## src/design/mctt_pkg.sv

```systemverilog
// Package for the multi-channel task timer.
// Holds command codes, field widths and the table write-port struct.
// No dependencies.
package mctt_pkg;

    localparam int TIME_W  = 32;
    localparam int CH_W    = 3;
    localparam int CNT_W   = 4;
    localparam int ACT_W   = 2;
    localparam int SWEEP_CAP = 8;

    localparam logic [ACT_W-1:0] ACT_TICK     = 2'd0;
    localparam logic [ACT_W-1:0] ACT_INIT     = 2'd1;
    localparam logic [ACT_W-1:0] ACT_ENABLE   = 2'd2;
    localparam logic [ACT_W-1:0] ACT_RESCHED  = 2'd3;

    typedef struct packed {
        logic              due_we;
        logic              per_we;
        logic [TIME_W-1:0] due_data;
        logic [TIME_W-1:0] per_data;
    } t_store_wr;

endpackage

```

## src/design/mctt_alu.sv

```systemverilog
// Shared 32-bit add/subtract unit of the task timer.
// Used for the due test and for both due-time updates.
// Depends on mctt_pkg.
module mctt_alu import mctt_pkg::*; (
    input  logic [TIME_W-1:0] i_a,
    input  logic [TIME_W-1:0] i_b,
    input  logic              i_sub,
    output logic [TIME_W-1:0] o_sum
);

    logic [TIME_W-1:0] w_b;

    assign w_b   = i_sub ? ~i_b : i_b;
    assign o_sum = i_a + w_b + {{(TIME_W-1){1'b0}}, i_sub};

endmodule

```

## src/design/mctt_store.sv

```systemverilog
// Due-time and period memories of the task timer, one write and one
// registered read per cycle; valid bits make never-written entries read zero.
// Depends on mctt_pkg.
module mctt_store import mctt_pkg::*; #(
    parameter int DEPTH = 8,
    parameter int IW    = 3
) (
    input  logic              i_clk,
    input  logic              i_rst_n,
    input  logic [IW-1:0]     i_rd_addr,
    input  logic [IW-1:0]     i_wr_addr,
    input  t_store_wr         i_wr,
    output logic [TIME_W-1:0] o_rd_due,
    output logic [TIME_W-1:0] o_rd_per
);

    logic [TIME_W-1:0] r_due_mem [DEPTH];
    logic [TIME_W-1:0] r_per_mem [DEPTH];
    logic [DEPTH-1:0]  r_due_vld;
    logic [DEPTH-1:0]  r_per_vld;
    logic [TIME_W-1:0] r_rd_due;
    logic [TIME_W-1:0] r_rd_per;

    always_ff @(posedge i_clk) begin
        if (!i_rst_n) begin
            r_due_vld <= '0;
            r_per_vld <= '0;
        end else begin
            if (i_wr.due_we) begin
                r_due_vld[i_wr_addr] <= 1'b1;
            end
            if (i_wr.per_we) begin
                r_per_vld[i_wr_addr] <= 1'b1;
            end
        end
    end

    always_ff @(posedge i_clk) begin
        if (i_wr.due_we) begin
            r_due_mem[i_wr_addr] <= i_wr.due_data;
        end
        if (i_wr.per_we) begin
            r_per_mem[i_wr_addr] <= i_wr.per_data;
        end
    end

    always_ff @(posedge i_clk) begin
        r_rd_due <= r_due_vld[i_rd_addr] ? r_due_mem[i_rd_addr] : '0;
        r_rd_per <= r_per_vld[i_rd_addr] ? r_per_mem[i_rd_addr] : '0;
    end

    assign o_rd_due = r_rd_due;
    assign o_rd_per = r_rd_per;

endmodule

```

## src/design/multi_channel_task_timer_top.sv

```systemverilog
// Multi-channel task timer, top level: sequencer, channel flags, output beat.
// Depends on mctt_pkg, mctt_alu and mctt_store.
// Tick: each swept channel passes read, due test and update (the update waits
// while the output stalls), up to 8 channels; commands pass read and execute. One item at a time.
// Throughput set by the single shared adder and one table read port.
// Synchronous active-low reset clears all channels; no clearing pass.
module multi_channel_task_timer_top import mctt_pkg::*; #(
    parameter int NUM_CHANNELS = 8
) (
    input  logic              i_clk,
    input  logic              i_rst_n,
    input  logic              i_cfg_valid,
    output logic              o_cfg_ready,
    input  logic [CNT_W-1:0]  i_cfg_data,
    input  logic              i_in_valid,
    output logic              o_in_stall,
    input  logic [ACT_W-1:0]  i_action,
    input  logic [CH_W-1:0]   i_channel,
    input  logic [TIME_W-1:0] i_now_ms,
    input  logic [TIME_W-1:0] i_start_at_ms,
    input  logic [TIME_W-1:0] i_period_ms,
    input  logic              i_repeat_flag,
    input  logic              i_has_handler,
    input  logic              i_enable_value,
    output logic              o_out_valid,
    input  logic              i_out_stall,
    output logic [CH_W-1:0]   o_result_channel,
    output logic              o_fired,
    output logic [CNT_W-1:0]  o_fired_count,
    output logic              o_last
);

    localparam int IW  = (NUM_CHANNELS > 1) ? $clog2(NUM_CHANNELS) : 1;
    localparam int CAP = (NUM_CHANNELS < SWEEP_CAP) ? NUM_CHANNELS : SWEEP_CAP;

    localparam logic [2:0] S_IDLE = 3'd0;
    localparam logic [2:0] S_RD   = 3'd1;
    localparam logic [2:0] S_CHK  = 3'd2;
    localparam logic [2:0] S_UPD  = 3'd3;
    localparam logic [2:0] S_CRD  = 3'd4;
    localparam logic [2:0] S_CEX  = 3'd5;

    logic [2:0]              r_state;
    logic [CNT_W-1:0]        r_active;
    logic [ACT_W-1:0]        r_action;
    logic [CH_W-1:0]         r_ch;
    logic [TIME_W-1:0]       r_now;
    logic [TIME_W-1:0]       r_start;
    logic [TIME_W-1:0]       r_period;
    logic                    r_rep_in;
    logic                    r_hnd_in;
    logic                    r_en_in;
    logic [CNT_W-1:0]        r_limit;
    logic [CH_W-1:0]         r_idx;
    logic [CNT_W-1:0]        r_count;
    logic                    r_fire;
    logic [NUM_CHANNELS-1:0] r_en;
    logic [NUM_CHANNELS-1:0] r_rep;
    logic [NUM_CHANNELS-1:0] r_hnd;

    logic                    r_out_valid;
    logic [CH_W-1:0]         r_out_ch;
    logic                    r_out_fired;
    logic [CNT_W-1:0]        r_out_count;
    logic                    r_out_last;

    logic                    w_accept;
    logic                    w_out_free;
    logic [CNT_W-1:0]        w_limit;
    logic [IW+2:0]           w_sweep_ext;
    logic [IW+2:0]           w_ch_ext;
    logic [IW-1:0]           w_sweep_addr;
    logic [IW-1:0]           w_ch_addr;
    logic [IW-1:0]           w_addr;
    logic                    w_ch_ok;
    logic                    w_is_cmd;
    logic                    w_last_ch;
    logic [CNT_W-1:0]        w_count_nx;
    logic [TIME_W-1:0]       w_rd_due;
    logic [TIME_W-1:0]       w_rd_per;
    logic [TIME_W-1:0]       w_alu_a;
    logic [TIME_W-1:0]       w_alu_b;
    logic                    w_alu_sub;
    logic [TIME_W-1:0]       w_alu_sum;
    t_store_wr               w_wr;

    assign o_cfg_ready = 1'b1;
    assign o_in_stall  = (r_state != S_IDLE);
    assign w_accept    = i_in_valid && !o_in_stall;
    assign w_out_free  = !r_out_valid || !i_out_stall;

    assign w_limit = (r_active > CNT_W'(CAP)) ? CNT_W'(CAP) : r_active;

    assign w_sweep_ext  = {{IW{1'b0}}, r_idx};
    assign w_ch_ext     = {{IW{1'b0}}, r_ch};
    assign w_sweep_addr = w_sweep_ext[IW-1:0];
    assign w_ch_addr    = w_ch_ext[IW-1:0];
    assign w_is_cmd     = (r_state == S_CRD) || (r_state == S_CEX);
    assign w_addr       = w_is_cmd ? w_ch_addr : w_sweep_addr;
    assign w_ch_ok      = (int'(r_ch) < NUM_CHANNELS);
    assign w_last_ch    = ({1'b0, r_idx} + CNT_W'(1)) == r_limit;
    assign w_count_nx   = r_count + {{(CNT_W-1){1'b0}}, r_fire};

    always_comb begin
        w_alu_a   = r_now;
        w_alu_b   = w_rd_per;
        w_alu_sub = 1'b0;
        if (r_state == S_CHK) begin
            w_alu_b   = w_rd_due;
            w_alu_sub = 1'b1;
        end else if (r_state == S_UPD) begin
            w_alu_a = w_rd_due;
        end
    end

    mctt_alu u_alu (
        .i_a   (w_alu_a),
        .i_b   (w_alu_b),
        .i_sub (w_alu_sub),
        .o_sum (w_alu_sum)
    );

    always_comb begin
        w_wr.due_we   = 1'b0;
        w_wr.per_we   = 1'b0;
        w_wr.due_data = w_alu_sum;
        w_wr.per_data = r_period;
        if (r_state == S_UPD && w_out_free && r_fire && r_rep[w_sweep_addr]) begin
            w_wr.due_we = 1'b1;
        end else if (r_state == S_CEX && w_out_free && w_ch_ok) begin
            if (r_action == ACT_INIT) begin
                w_wr.due_we   = 1'b1;
                w_wr.per_we   = 1'b1;
                w_wr.due_data = r_start;
            end else if (r_action == ACT_RESCHED) begin
                w_wr.due_we = 1'b1;
            end
        end
    end

    mctt_store #(
        .DEPTH (NUM_CHANNELS),
        .IW    (IW)
    ) u_store (
        .i_clk     (i_clk),
        .i_rst_n   (i_rst_n),
        .i_rd_addr (w_addr),
        .i_wr_addr (w_addr),
        .i_wr      (w_wr),
        .o_rd_due  (w_rd_due),
        .o_rd_per  (w_rd_per)
    );

    always_ff @(posedge i_clk) begin
        if (!i_rst_n) begin
            r_active <= '0;
        end else if (i_cfg_valid && o_cfg_ready) begin
            r_active <= i_cfg_data;
        end
    end

    always_ff @(posedge i_clk) begin
        if (w_accept) begin
            r_action <= i_action;
            r_ch     <= i_channel;
            r_now    <= i_now_ms;
            r_start  <= i_start_at_ms;
            r_period <= i_period_ms;
            r_rep_in <= i_repeat_flag;
            r_hnd_in <= i_has_handler;
            r_en_in  <= i_enable_value;
            r_limit  <= w_limit;
        end
        if (r_state == S_CHK) begin
            r_fire <= r_en[w_sweep_addr] && r_hnd[w_sweep_addr] && !w_alu_sum[TIME_W-1];
        end
    end

    always_ff @(posedge i_clk) begin
        if (!i_rst_n) begin
            r_state     <= S_IDLE;
            r_idx       <= '0;
            r_count     <= '0;
            r_en        <= '0;
            r_rep       <= '0;
            r_hnd       <= '0;
            r_out_valid <= 1'b0;
        end else begin
            if (w_out_free) begin
                r_out_valid <= (r_state == S_UPD) || (r_state == S_CEX);
            end
            unique case (r_state)
                S_IDLE: begin
                    if (w_accept) begin
                        r_idx   <= '0;
                        r_count <= '0;
                        if (i_action != ACT_TICK) begin
                            r_state <= S_CRD;
                        end else if (w_limit != '0) begin
                            r_state <= S_RD;
                        end
                    end
                end
                S_RD: begin
                    r_state <= S_CHK;
                end
                S_CHK: begin
                    r_state <= S_UPD;
                end
                S_UPD: begin
                    if (w_out_free) begin
                        if (r_fire && !r_rep[w_sweep_addr]) begin
                            r_en[w_sweep_addr] <= 1'b0;
                        end
                        r_count     <= w_count_nx;
                        r_out_ch    <= r_idx;
                        r_out_fired <= r_fire;
                        r_out_count <= w_count_nx;
                        r_out_last  <= w_last_ch;
                        if (w_last_ch) begin
                            r_state <= S_IDLE;
                        end else begin
                            r_idx   <= r_idx + CH_W'(1);
                            r_state <= S_RD;
                        end
                    end
                end
                S_CRD: begin
                    r_state <= S_CEX;
                end
                S_CEX: begin
                    if (w_out_free) begin
                        if (w_ch_ok) begin
                            if (r_action == ACT_INIT) begin
                                r_en[w_ch_addr]  <= 1'b1;
                                r_rep[w_ch_addr] <= r_rep_in;
                                r_hnd[w_ch_addr] <= r_hnd_in;
                            end else if (r_action == ACT_ENABLE) begin
                                r_en[w_ch_addr] <= r_en_in;
                            end
                        end
                        r_out_ch    <= r_ch;
                        r_out_fired <= 1'b0;
                        r_out_count <= '0;
                        r_out_last  <= 1'b1;
                        r_state     <= S_IDLE;
                    end
                end
                default: begin
                    r_state <= S_IDLE;
                end
            endcase
        end
    end

    assign o_out_valid      = r_out_valid;
    assign o_result_channel = r_out_ch;
    assign o_fired          = r_out_fired;
    assign o_fired_count    = r_out_count;
    assign o_last           = r_out_last;

endmodule
```

## config.mk

```make
export PLATFORM = sky130hd
export DESIGN_NAME = multi_channel_task_timer_top
export DESIGN_NICKNAME = d
export VERILOG_FILES = /design/src/design/mctt_pkg.sv /design/src/design/mctt_alu.sv /design/src/design/mctt_store.sv /design/src/design/multi_channel_task_timer_top.sv
export SDC_FILE = /design/constraint.sdc
export NUM_CORES = 1
export LEC_CHECK = 0
export BUFFER_PORTS_ARGS = -buffer_cell sky130_fd_sc_hd__buf_2
export CELL_PAD_IN_SITES_DETAIL_PLACEMENT = 1
export CELL_PAD_IN_SITES_GLOBAL_PLACEMENT = 1
export CORE_MARGIN = 2
export CORE_UTILIZATION = 25
export DETAILED_ROUTE_END_ITERATION = 10
export HOLD_SLACK_MARGIN = 0.1
export PLACE_DENSITY = 0.55
export SYNTH_ARGS = -nofsm -noshare
export SYNTH_HDL_FRONTEND = slang
export SYNTH_SLANG_ARGS = --single-unit
export TNS_END_PERCENT = 1
```

## constraint.sdc

```tcl
create_clock -name i_clk -period 8.92 [get_ports i_clk]
set_clock_uncertainty 0.2 [all_clocks]
set_input_delay 1.784 -clock i_clk [delete_from_list [all_inputs] [get_ports i_clk]]
set_output_delay 1.784 -clock i_clk [all_outputs]
set_load 0.05 [all_outputs]
```

# Yosys cells after proc, flatten, opt, wreduce, memory -nomap -nowiden
# Memories as Yosys holds them, arrays and structs flattened. A register that Yosys moved wholly into a read port is not among the register bits.
# Index checks and enable logic that the tools add are counted.
# word_totals
ram_bits,512
regBits,173
output_inout_bits,12
mem_count,2
input_bits,113
word_cells,160
# memory_table
name,words,width,rd,rd_ports_with_merged_regs,wr,line,text
u_store.r_due_mem,8,32,1,1,1,mctt_store.sv:17,logic [TIME_W-1:0] r_due_mem [DEPTH];
u_store.r_per_mem,8,32,1,1,1,mctt_store.sv:18,logic [TIME_W-1:0] r_per_mem [DEPTH];
# op_classes
mux,67
magnitude_cmp,7
eq_ne,16
addsub,5
bitwise_logic,6
reduce_logical,33
# ops
operator,count
$mux 32,4
$mux 33,2
$mux 8,5
$mux 34,1
$mux 3,11
$add 32x1->32,1
$add 32x32->32,1
$not 32->32,1
$bwmux 8,3
$or 8x8->8,3
$mux 1,21
$pmux 3 s6,1
$mux 4,4
$pmux 4 s2,2
$pmux 8 s2,1
$bmux 1 s3,5
$lt 3x4->1 const B,3
$pmux 3 s2,2
$reduce_and 4->1,3
$logic_and 1x1->1,11
$demux 1 s3,3
$ge 3x1->1 const B,3
$and 8x8->8,1
$ne 2x2->1 const B,4
23 further kinds,38

# Logic depth before layout (Yosys ltp)
# Gate-level depths: netlist of the first run.
# depth
word_depth,11
mapped_depth,16
depth_no_buf,13

# Hierarchy
# Synthesis of the first run repeated with hierarchy kept, for this count alone.
# hier_totals
cells_unflattened,1922
area_unflattened_um2,30932.2
# by_module_without_submodules
mod,seq_area_each_um2,instances,cells_per_inst,area_per_inst_um2
mctt_store,16976.3,1,938,21485.6
multi_channel_task_timer_top,4324.1,1,691,7268.2
mctt_alu,0.0,1,293,2178.3

# Worst setup path before layout of the first run
# Ideal clock, no wire load.
# synth_timing
path_kind,input-to-reg
start,input i_in_valid
end,register r_count[2]
setup_ns,0.132
required_ns,8.588
path_slack_ns,1.269
n_path_buf,0
t_arrival_ns,7.319
stages,5
path_cell_list,nand2_1 nor2_1 nor2_1 o21ai_0 a21oi_1
# synth_via
elab_chain_len,3
# synth_lines
item,line,text
start: declaration,multi_channel_task_timer_top.sv:15,"input logic i_in_valid,"
$logic_and 1x1->1,multi_channel_task_timer_top.sv:89,assign w_accept = i_in_valid && !o_in_stall;
named net w_accept,multi_channel_task_timer_top.sv:67,logic w_accept;
$ne 2x2->1 (no source line),n/a,
$reduce_and 3->1 (no source line),n/a,
end signal: assignment,multi_channel_task_timer_top.sv:215,r_count <= w_count_nx;
end: declaration,multi_channel_task_timer_top.sv:55,logic [CNT_W-1:0] r_count;
# The timed path passes the listed nets, and every way through them passes these cells.
# A chain may end at the register's enable or synchronous reset.

==> impl_metrics.yaml, run 1 <==
sta:
  worst_pin_slew_ns: 1.29
  fin_crit_sh: 0.560
  slew_violations: 0
  hold_violations: 0
  finalSetupViolCount: 0
  setup-tns-final_ns: 0
  fmax_mhz: 200
  max_slew_margin: 0.128
  rsz0062_at_grt: "false"
  layout_min_cycle_time_ns: 5.00
  setup_ws_ns: 3.92
die:
  fp-row-count: 126
  ios: 125
  initial_core_util: 0.252
  design.die.area_um2: 122000
  die_x_um: 350
  core_area_um2: 118000
  fp.dieH_um: 350
place:
  port_buffers: 123
  dp_hpwl_um: 63400
  dp_slack_ns: 4.01
  gp_congestion: 0.824
worst_setup_path:
  critPathKind: "reg2reg"
  end_kind: "flop"
  cp_max_fo: 61
  start_kind: "flop"
  crit_required_ns: 9.04
  cp.arrival_ns: 5.11
logic_synthesis:
  synthMostInstantiatedCell: "edfxtp_1"
  yosysTopAreaCell: "edfxtp_1"
  avgSynthCellArea_um2: 13.0
  synth_common_cells: "edfxtp_1, nand2_1, a21oi_1"
  yosysWarnings: 0
  synth_edf_count: 630
  synthesis.area_um2: 29800
  synth.area.top_cells: "edfxtp_1, dfxtp_1, nand2_1"
  ys_types: 81
  synth_top_area_frac: 0.634
  ys_ff_latch: 749
  postSynthCellCount: 2302
  synth_fp_nets: 2449
  yosysSeqAreaShare: 0.714
  async_flop_share: 0
  synth_flop_cell: "edfxtp_1"
global_routing:
  track_usage: 0.163
  grt_start_max_net_pins: 62
  grt_antenna_before_repair: 6
  grt_pass1_vias: 20500
  gr-total-overflow: 0
  grt_first_pass_wirelength_um: 145000
min_path:
  hold_path_class: "reg2reg"
clocking:
  cts.clk_slew.worst_paths_ns: 0.06
  h-tree-depth: 3
  numCtsBuffers: 84
  cts_sinks: 749
  cts_resized: 0
  holdBufCountCts: 0
  postCtsSetupBuffers: 0
  cts.path.max_buffers: 3
  clockRootBuffer: "clkbuf_16"
  cts_tree: "built"
  clock_latency_ns: 0.67
finish:
  final_layout_size_suffix_gt1_frac: 0.144
  final_nets: 2587
  regArea_um2: 21300
  area_growth_pct: 18.1
  fillers: 12700
  multi_input_area_um2: 8110
detailed_routing:
  viasPerCell: 4.85
  drtIter0Drc: 1513
  vias: 19700
  routed_wl_um: 101000
  dr.pass1.iters: 5
  drc: 0
  antenna_left: 0
  wire_per_inst_um: 24.8
power_and_ir_drop:
  powerDensity_nw_per_um2: 243
  p_leak_nw: 11.8
  ir_worst_vdd_mv: 0.143
run_status:
  status: "complete, no violations"
job:
  maxCapViolations: 0
==> per-layer routing <==
layer  global-route usage  part of all wire  wire [µm]
met5                    0                 0          0
met4               0.0388             0.018       1780
met3               0.0358             0.069       6980
met2                0.262              0.46      46400
met1                0.225              0.45      45400
==> path summary, 6_finish.rpt <==
path	from	to	slack, ns	cells after the start
worst min register to register	r_hnd[0]	r_hnd[0]	0.26	2
worst max register to register	r_state[2]	u_store.r_due_mem[1][31]	3.92	14
worst min-delay path	r_hnd[0]	r_hnd[0]	0.26	2
worst max-delay path	r_state[2]	u_store.r_due_mem[1][31]	3.92	14
==> per-stage QoR <==
stage	total power, mW	hold slack (ns)	util	std cells	instance area (µm²)
after global routing	8.87	0.278	0.298	4047	35200
after floorplan	4.66	0.233	-	2302	29800
after detailed placement	5.06	0.254	0.274	3890	32400
after global placement	5.03	0.244	0.274	3890	32400
final	8.57	0.264	0.298	4048	35200
after CTS	8.65	0.268	0.298	4047	35200
==> area by class of cell <==
| class | count | area share |
|---|---|---|
| flip-flops and latches | 749 | 0.604 |
| multi-input cells | 1418 | 0.230 |
| clock buffers | 118 | 0.0670 |
| well taps | 1536 | 0.0545 |
| repair buffers | 175 | 0.0285 |
| clock inverters | 39 | 0.0141 |
| inverters | 12 | 0.00128 |
| diodes | 1 | 0.0000710 |
==> worst max-delay path, cell delays in order (launching register included) <==
cell,delay (ns)
dfxtp_1,0.40
nand2b_1,0.28
nor2_4,0.11
buf_4,0.55
nor2_1,0.11
a21oi_1,0.14
ha_1,0.33
a21o_1,0.21
a21o_1,0.17
a21o_1,0.18
o21ba_2,0.22
a21oi_1,0.33
o2111a_1,0.37
xnor2_1,0.18
o21ai_0,0.83
==> flip-flops by register name (all words and copies together) (netlist names), 4 cells and up <==
register           cells
o_fired_count          4
r_active               4
r_count                4
r_en                   8
r_hnd                  8
r_limit                4
r_now                 32
r_period              32
r_rep                  8
r_start               32
u_store.o_rd_due      32
u_store.o_rd_per      32
u_store.r_due_mem    256
u_store.r_due_vld      8
u_store.r_per_mem    256
u_store.r_per_vld      8
==> power by group <==
group,internal (mW),switching [mW],total [mW]
clock network,2.12,1.46,3.58
logic,0.237,0.651,0.888
registers,4.01,0.0909,4.10
total,6.37,2.20,8.57
==> kinds of logic (layout without fill, tap and decap cells) <==
logic type,count (synthesis),after routing,synth area share
flops,749,749,0.714
mux,72,72,0.0288
compound gates,577,577,0.115
xor+xnor,34,34,0.00998
other cells,1,2,0.000126
simple gates,700,700,0.0966
buf+inv,135,344,0.0209
fa+ha+maj,34,34,0.0145
==> cells in the final DEF (no fill, tap or decap), drive strengths merged, types with 4 or more instances in the layout <==
cell type / synthesis / layout
edfxtp: 630 / 630
bufinv: 0 / 9
a22oi: 50 / 50
and3: 12 / 12
o21a: 11 / 11
or3: 5 / 5
nor3: 22 / 22
xor2: 16 / 16
a21boi: 4 / 4
a22o: 5 / 5
mux2i: 60 / 60
o22ai: 11 / 11
ha: 33 / 33
nor2: 169 / 169
nor2b: 10 / 10
nand3b: 4 / 4
buf: 56 / 175
xnor2: 18 / 18
a32oi: 4 / 4
mux4: 9 / 9
nand4: 5 / 5
dfxtp: 119 / 119
a21o: 14 / 14
nand2b: 5 / 5
a221oi: 10 / 10
o21ai: 96 / 96
a211oi: 15 / 15
clkinv: 0 / 22
o21bai: 4 / 4
nand3: 20 / 20
a21oi: 277 / 277
inv: 12 / 18
a31oi: 45 / 45
and2: 4 / 4
clkbuf: 67 / 118
nand2: 430 / 430
Note: power is estimated with default switching activity, not from simulation.
==> run 2, diff against run 1 <==
- PLACE_DENSITY: 0.55 -> 0.56
- clock period: 8.92 -> 4.33 ns (I/O delays scaled with it)
==> impl_metrics.yaml, run 2 (synthesized netlist as in run 1, its figures left out) <==
worst_setup_path:
  path_cells: "inv_1 > nor2_2 > buf_12 > nand2_1 > nand2_1 > ha_1 > buf_4 > a21oi_1 > o21ai_0 > a31o_2 > a21o_1 > a21oi_1 > xor2_1 > o21ai_0"
  cp_max_fo: 30
  start_kind: "flop"
  critPathKind: "reg2reg"
  end_kind: "flop"
  slowest_stage: "o21ai_0"
  cp.arrival_ns: 4.23
  crit_required_ns: 4.44
  cpPeakStageDelay_ns: 0.81
finish:
  final_common_cell: "edfxtp_1"
  fin_area_um2: 35900
  reg_top3: "u_store.r_due_mem x256, u_store.r_per_mem x256"
  final_nets: 2659
  final_layout_size_suffix_gt1_frac: 0.170
  area_growth_pct: 20.4
  n_antenna_cell: 0
  layout_common_cells: "edfxtp_1, nand2_1, a21oi_1, nor2_1, buf_2"
  fin_cells: 4118
place:
  port_buffers: 123
  dp.cells: 3962
  dp_slack_ns: -0.118
  dp_hpwl_um: 66600
  gp_congestion: 0.848
  placed_cell_area_um2: 33200
run_status:
  status: "complete, no violations"
detailed_routing:
  dr.pass1.iters: 5
  viasPerCell: 4.86
  wire_per_inst_um: 24.8
  routed_wl_um: 102000
  vias: 20000
  drc: 0
  drtIter0Drc: 1834
  antenna_left: 0
die:
  fp-row-count: 126
  core_area_um2: 118000
  die_x_um: 350
  design.die.area_um2: 122000
  fp.dieH_um: 350
  ios: 125
  initial_core_util: 0.252
clocking:
  holdBufCountCts: 0
  cts_tree: "built"
  cts.path.max_buffers: 3
  cts_sinks: 749
  cts.clk_slew.worst_paths_ns: 0.06
  clock_latency_ns: 0.66
  cts_resized: 1
  h-tree-depth: 3
  numCtsBuffers: 84
  postCtsSetupBuffers: 0
  clockRootBuffer: "clkbuf_16"
power_and_ir_drop:
  switching_share: 0.260
  p_leak_nw: 12.2
  powerDensity_nw_per_um2: 487
  internal-power_mw: 13.0
  p_total_mw: 17.5
  power.switching_mw: 4.55
  clkPwrFrac: 0.405
  combPwrFrac: 0.113
  power_frac_seq: 0.482
  ir_worst_vdd_mv: 0.339
global_routing:
  grt.met3_usage: 0.0341
  grt_antenna_before_repair: 5
  gr-total-overflow: 0
  grt_start_max_net_pins: 56
  grt_util_met1: 0.228
  grt_util_met2: 0.261
  top_usage_layer: "met2"
  track_usage: 0.165
  grt_first_pass_wirelength_um: 146000
  grt_pass1_vias: 21000
sta:
  finalSetupViolCount: 0
  rsz0062_at_grt: "false"
  layout_min_cycle_time_ns: 4.12
  fin_crit_sh: 0.952
  setup_ws_ns: 0.208
  slew_violations: 0
  worst_pin_slew_ns: 1.11
  max_slew_margin: 0.256
  hold_violations: 0
  whs_ns: 0.178
  fmax_mhz: 243
min_path:
  hold_path_class: "in2reg"
job:
  maxCapViolations: 0
## run 2: changes by cell type in the layout (fill, tap and decap cells not counted), moves of 4 or more
cell	delta
buf_4	+51
buf_12	+21
clkinv_2	+9
a21oi_1	-8
a21oi_2	+8
bufinv_16	-6
clkbuf_1	+5
clkinv_1	-4
inv_6	-4
## run 2: worst paths after layout
path	startpoint	end	slack [ns]	cells past startpoint
setup / recovery	r_state[0]	u_store.r_due_mem[4][7]	0.21	14
hold / removal	i_period_ms[1]	r_period[1]	0.18	1
hold reg to reg	r_rep[1]	r_rep[1]	0.26	2
setup reg to reg	r_state[0]	u_store.r_due_mem[4][7]	0.21	14
## run 2: final cells by class
class,instances,area (µm²)
well taps,1536,1920
inverters,12,45.0
fillers,12800,82300
multi-input cells,1418,8130
flip-flops and latches,749,21300
repair buffers,247,1810
clock inverters,32,309
clock buffers,124,2430
## run 2: metrics by stage
stage / TNS, ns / utilization
after floorplan: -32.36 / -
after global placement: 0 / 0.280
after detailed placement: -0.940 / 0.280
after CTS: 0 / 0.304
after global routing: 0 / 0.304
final: 0 / 0.304
## run 2: power by group through the flow
stage	registers [mW]	clock network, mW	logic, mW
global placement	8.57	0	1.91
global route	8.45	7.50	2.16
CTS	8.43	7.25	1.97
floorplan	8.49	0	1.10
detailed placement	8.58	0	1.96
finish	8.43	7.09	1.98
## run 2: worst max-delay path: cells and delay by family (launching register included)
| family | cells | cell delay, ns |
|---|---|---|
| AOI/OAI and AO/OA | 6 | 1.82 |
| buffers and inverters | 3 | 0.51 |
| DFF | 1 | 0.50 |
| and+or+nand+nor | 3 | 0.34 |
| adders and majority gates | 1 | 0.25 |
| xor gates and xnor gates | 1 | 0.19 |
## run 2: layer usage
metal	up-vias	share of wire
met5	-	0.00013
met4	2	0.025
met3	115	0.066
met2	591	0.45
met1	10400	0.46
li1	8946	-
